## config.mk

```make
export PLATFORM = sky130hd
export DESIGN_NAME = pce_step
export DESIGN_NICKNAME = d
export VERILOG_FILES = /design/src/rtl/core/pce_pkg.sv /design/src/rtl/core/pce_step.sv
export SDC_FILE = /design/constraint.sdc
export NUM_CORES = 1
export LEC_CHECK = 0
export BUFFER_PORTS_ARGS = -buffer_cell sky130_fd_sc_hd__buf_2
export CAP_MARGIN = 10
export CORE_AREA = 4 4 85 87
export DETAILED_ROUTE_END_ITERATION = 7
export DIE_AREA = 0 0 89 91
export GPL_TIMING_DRIVEN = 1
export PLACE_DENSITY_LB_ADDON = 0.12
export SYNTH_ARGS = -nofsm -noshare
export SYNTH_HDL_FRONTEND = slang
export SYNTH_SLANG_ARGS = --single-unit
export TNS_END_PERCENT = 10
```

## constraint.sdc

```tcl
create_clock -name vclk -period 20.8
set_clock_uncertainty 0.2 [all_clocks]
set_input_delay 4.16 -clock vclk [all_inputs]
set_output_delay 4.16 -clock vclk [all_outputs]
set_load 0.005 [all_outputs]
```

## src/rtl/core/pce_pkg.sv

```systemverilog
`timescale 1ns / 1ps
`default_nettype none
// ----------------------------------------------------------------------------
// Printer carriage encoder package
// Shared types, codes and constants for the carriage stepper and its top level.
// ----------------------------------------------------------------------------
package pce_pkg;

	// Printer line length in pixels, the default for the top-level parameter.
	localparam int LinePixelsDefault = 256;

	// Widths of the item and state fields.
	localparam int KindW   = 2;
	localparam int TicksW  = 10;
	localparam int ByteW   = 8;
	localparam int PosW    = 9;
	localparam int TimerW  = 12;
	localparam int GapW    = 10;

	// Reset and limit values.
	localparam logic [GapW-1:0]          GapAfterReset = 10'd16;
	localparam logic [GapW-1:0]          GapMax        = 10'd1023;
	localparam logic signed [TimerW-1:0] TimerReset    = 12'sd25;
	localparam logic signed [TimerW-1:0] TimerMax      = 12'sd2047;
	localparam logic signed [TimerW-1:0] TimerMin      = -12'sd2048;
	localparam logic [PosW-1:0]          LineEndShort  = 9'd257;
	localparam logic [PosW-1:0]          LineEndLong   = 9'd258;

	// Reset register values: bit_speed 34 gives a reload of 16 + 10 * 34.
	localparam logic signed [TimerW-1:0] ReloadReset    = 12'sd356;
	localparam logic [GapW-1:0]          GapReloadReset = 10'd1;

	// Port bits of a written byte.
	localparam int WrResetBit  = 2;
	localparam int WrStylusBit = 7;

	// Item kinds.
	typedef enum logic [KindW-1:0] {
		KIND_TICK  = 2'd0,
		KIND_WRITE = 2'd1,
		KIND_READ  = 2'd2
	} kind_t;

	// Configuration register indexes.
	localparam logic [1:0] CfgBitSpeed  = 2'd0;
	localparam logic [1:0] CfgLineSpeed = 2'd1;
	localparam logic [1:0] CfgShortLine = 2'd2;

	// Derived configuration seen by the stepper.
	typedef struct packed {
		logic signed [TimerW-1:0] timer_reload;
		logic [GapW-1:0]          gap_reload;
		logic                     short_line;
	} cfg_t;

	// Printer state.
	typedef struct packed {
		logic                     motor_running;
		logic                     stylus_on;
		logic                     on_paper;
		logic                     encoder;
		logic [PosW-1:0]          carriage_pos;
		logic signed [TimerW-1:0] bit_timer;
		logic [GapW-1:0]          gap_count;
	} state_t;

	// One input item.
	typedef struct packed {
		logic [KindW-1:0]  kind;
		logic [TicksW-1:0] tick_cycles;
		logic [ByteW-1:0]  write_data;
	} item_t;

	// One result item.
	typedef struct packed {
		logic [ByteW-1:0] read_data;
		logic             pixel_valid;
		logic [7:0]       pixel_x;
		logic             pixel_ink;
		logic             line_feed;
	} result_t;

endpackage
`default_nettype wire

```

## src/rtl/core/pce_step.sv

```systemverilog
`timescale 1ns / 1ps
`default_nettype none
// ----------------------------------------------------------------------------
// Printer carriage stepper
// Combinational next-state and result logic for one tick, write or read item.
// ----------------------------------------------------------------------------
module pce_step #(
	parameter int LINE_PIXELS = pce_pkg::LinePixelsDefault
) (
	input  wire pce_pkg::cfg_t    cfg,
	input  wire pce_pkg::state_t  cur,
	input  wire pce_pkg::item_t   item,
	output pce_pkg::state_t       nxt,
	output pce_pkg::result_t      res
);

	// Highest position that places a pixel; the column must also fit in 8 bits.
	localparam int PixLimit = (LINE_PIXELS < 256) ? LINE_PIXELS : 256;
	localparam int TW       = pce_pkg::TimerW;

	logic signed [TW:0]   timer_sub;
	logic signed [TW-1:0] timer_sub_c;
	logic signed [TW:0]   timer_add;
	logic signed [TW-1:0] timer_add_c;
	logic [pce_pkg::PosW-1:0] pos_inc;
	logic [pce_pkg::PosW-1:0] line_end;

	// Bit timer countdown and reload, each saturated to the timer range.
	always_comb begin
		timer_sub = {cur.bit_timer[TW-1], cur.bit_timer} -
			$signed({3'b000, item.tick_cycles});
		if (timer_sub < $signed({pce_pkg::TimerMin[TW-1], pce_pkg::TimerMin})) begin
			timer_sub_c = pce_pkg::TimerMin;
		end else begin
			timer_sub_c = timer_sub[TW-1:0];
		end
		timer_add = {timer_sub_c[TW-1], timer_sub_c} +
			{cfg.timer_reload[TW-1], cfg.timer_reload};
		if (timer_add > $signed({pce_pkg::TimerMax[TW-1], pce_pkg::TimerMax})) begin
			timer_add_c = pce_pkg::TimerMax;
		end else if (timer_add < $signed({pce_pkg::TimerMin[TW-1], pce_pkg::TimerMin}))
		begin
			timer_add_c = pce_pkg::TimerMin;
		end else begin
			timer_add_c = timer_add[TW-1:0];
		end
	end

	assign pos_inc  = cur.carriage_pos + 9'd1;
	assign line_end = cfg.short_line ? pce_pkg::LineEndShort : pce_pkg::LineEndLong;

	// Item decode and state update.
	always_comb begin
		nxt = cur;
		res = '0;
		case (item.kind)
			pce_pkg::KIND_TICK: begin
				if (cur.motor_running) begin
					nxt.bit_timer = timer_sub_c;
					if (timer_sub_c <= 0) begin
						nxt.bit_timer = timer_add_c;
						if (cur.gap_count != '0) begin
							// Still crossing the gap before the paper.
							nxt.on_paper  = 1'b0;
							nxt.encoder   = 1'b0;
							nxt.gap_count = cur.gap_count - 10'd1;
						end else begin
							nxt.on_paper = 1'b1;
							nxt.encoder  = 1'b1;
							if (cur.carriage_pos != '0 &&
								cur.carriage_pos <= pce_pkg::PosW'(PixLimit)) begin
								res.pixel_valid = 1'b1;
								res.pixel_x     = 8'(cur.carriage_pos - 9'd1);
								res.pixel_ink   = cur.stylus_on;
							end
							nxt.carriage_pos = pos_inc;
							// End of the line: feed the paper and reload the gap.
							if (pos_inc == line_end) begin
								res.line_feed    = 1'b1;
								nxt.on_paper     = 1'b0;
								nxt.encoder      = 1'b0;
								nxt.carriage_pos = '0;
								nxt.gap_count    = cfg.gap_reload;
							end
						end
					end
				end
			end
			pce_pkg::KIND_WRITE: begin
				if (item.write_data[pce_pkg::WrResetBit]) begin
					nxt.motor_running = 1'b0;
					res.line_feed     = (cur.carriage_pos != '0);
					nxt.carriage_pos  = '0;
					nxt.gap_count     = pce_pkg::GapAfterReset;
				end else begin
					nxt.motor_running = 1'b1;
				end
				nxt.stylus_on = item.write_data[pce_pkg::WrStylusBit];
				nxt.on_paper  = 1'b0;
				nxt.encoder   = 1'b0;
			end
			pce_pkg::KIND_READ: begin
				res.read_data = {cur.on_paper, 6'b000000, cur.encoder};
			end
			default: begin
				res = '0;
			end
		endcase
	end

endmodule
`default_nettype wire

```

==> impl_metrics.env <==
export IMPL_status="completed"
export IMPL_fmax_mhz=75.2
export IMPL_crit_path_cell_trace="buf_2, inv_1, ha_1, fa_1, nand2b_1, a21o_1, a31o_4, o211ai_1, nor3_1, a21o_1, or2_2, inv_1, ha_1, a211oi_1, o21ai_0, a41o_1, o21a_1, a21oi_1, nand2_1, a221oi_1, buf_2"
export IMPL_drive_above_1_share_pct=25.8
export IMPL_diodes=0
export IMPL_cts_setup_buffers=0
export IMPL_overflow=0
export IMPL_drt_vias_per_instance=5.77
export IMPL_global_route_usage_total_pct=20.8
export IMPL_ioPinCount=132
export IMPL_max_stage_delay_ps=550
export IMPL_core_um2=6350
export IMPL_crit_arrival_ps=8940
export IMPL_drtIter0Drc=117
export IMPL_design_seq_count=0
export IMPL_syn_inst=448
export IMPL_io_buffers=120
export IMPL_wl_um=9170
export IMPL_slew_headroom_pct=37.3
export IMPL_drv_cap=0
export IMPL_placed_area_um2=3430
export IMPL_rsz0062_at_grt="no"
export IMPL_dieWidth_um=89
export IMPL_layout_common_cells="buf_2, nor2_1, nand2_1"
export IMPL_nets=655
export IMPL_first_pass_iters=4
export IMPL_cts_resized=0
export IMPL_ys_seq_area_share_pct=0
export IMPL_final_common_cell="buf_2"
export IMPL_endpoint_kind="primary output"
export IMPL_grt_pass1_vias=3246
export IMPL_ant_nets=0
export IMPL_nClkBuffers=0
export IMPL_seq_area_um2=0
export IMPL_grt_max_degree=22
export IMPL_ys_warn_count=0
export IMPL_swShare_pct=55.7
export IMPL_place_hpwl_um=7670
export IMPL_worstSetupPathType="in -> out"
export IMPL_cell_internal_pwr_mw=0.0501
export IMPL_clkPwrFrac_pct=0
export IMPL_hold_path_class="in -> out"
export IMPL_p_sw_mw=0.0629
export IMPL_syn_area_per_cell_um2=6.37
export IMPL_cpMaxStageDelayCell="a21oi_1"
export IMPL_leakagePower_nw=1.75
export IMPL_synthesis_area_um2=2860
export IMPL_fin_crit_sh_pct=63.9
export IMPL_seqPwrFrac_pct=0
export IMPL_slew_viol_final=0
export IMPL_fin_area_um2=3430
export IMPL_num_rows=29
export IMPL_start_util_pct=45.0
export IMPL_combPwrFrac_pct=100.0
export IMPL_syn2layout_area_growth_pct=20.2
export IMPL_instances_no_fill=624
export IMPL_dp_cells=624
export IMPL_required_ps=16440
export IMPL_vias=3603
export IMPL_antenna_found_initial=0
export IMPL_routabilityCongestion=0.889
export IMPL_worstMarginPinSlew_ps=940
export IMPL_drc=0
export IMPL_grt_pass1_wl_um=14400
export IMPL_startpoint_type="input pin"
export IMPL_setup_tns_ps=0
export IMPL_setup_viol=0
export IMPL_fin_hold_ws_ps=8390
export IMPL_fin_crit_ps=13300
export IMPL_postCtsHoldBufs=0
export IMPL_synth_distinct_cells=66
export IMPL_die_area_um2=8100
export IMPL_peakVddDrop_v=0.0000240
export IMPL_pwr_density_cell_nw_per_um2=32.9
export IMPL_hold_viol=0
export IMPL_die_h_um=91
export IMPL_cp_max_fo=11
export IMPL_wl_per_cell_um=14.7
final timing paths:
| check | startpoint | to | slack (ps) | cells after the start |
|---|---|---|---|---|
| max | cur[10] | nxt[15] | 7500 | 21 |
| min | item[7] | nxt[33] | 8390 | 4 |
through the flow:
stage                     util (%)  power, mW  worst slack, ps
after global routing          54.0      0.126             7100
final                         54.0      0.113             7500
after floorplan                  -     0.0823             8160
after CTS                     54.0      0.113             7510
after detailed placement      54.0      0.112             7540
after global placement        54.0      0.111             7550
area by class of cell:
type / count / area (um2)
fillers: 695 / 2920
inverters: 41 / 154
multi-input cells: 385 / 2570
well taps: 77 / 96.3
repair buffers: 121 / 608
power by group through the flow:
| stage | registers (mW) | clock network (mW) | logic (mW) |
|---|---|---|---|
| 3_3_place_gp | 0 | 0 | 0.111 |
| 3_5_place_dp | 0 | 0 | 0.112 |
| 4_1_cts | 0 | 0 | 0.113 |
| 6_report | 0 | 0 | 0.113 |
| 2_1_floorplan | 0 | 0 | 0.0823 |
| 5_1_grt | 0 | 0 | 0.126 |
synth_stat cells (all sizes together) (10+ instances only):
| cell | count | area, um2 |
|---|---|---|
| nor2 | 58 | 218 |
| nand2 | 46 | 173 |
| inv | 41 | 154 |
| ha | 26 | 325 |
| nor3 | 20 | 100 |
| o21ai | 20 | 100 |
| a21oi | 17 | 88.8 |
| buf | 15 | 103 |
| xnor2 | 15 | 131 |
| a21o | 13 | 97.6 |
| or3 | 13 | 81.3 |
| clkbuf | 12 | 45.0 |
| a221oi | 10 | 93.8 |
| nand3 | 10 | 50.1 |
routing by layer:
layer  vias up  share of wire, %  global-route usage, %
met5         -                 0                      0
li1       1828                 -                      -
met1      1650                42                   25.5
met2       119                51                   39.6
met3         6               6.6                   1.72
met4         0              0.75                   2.36
worst max-delay path, delay by kind of cell:
family / cells / cell delay, ps
AO/OA/AOI/OAI: 10 / 2810
adder cells (fa/ha/maj): 3 / 880
buffers and inverters: 4 / 400
AND/OR/NAND/NOR: 4 / 690
cell families after synthesis:
kind of cell / synth area share [%]
and+or+nand+nor: 35.7
AOI/OAI and AO/OA: 32.9
buffers and inverters: 10.6
adders and majority gates: 12.8
xor gates and xnor gates: 6.75
muxes: 1.23
other: 0.131
Power figures use the tool's default switching activity.
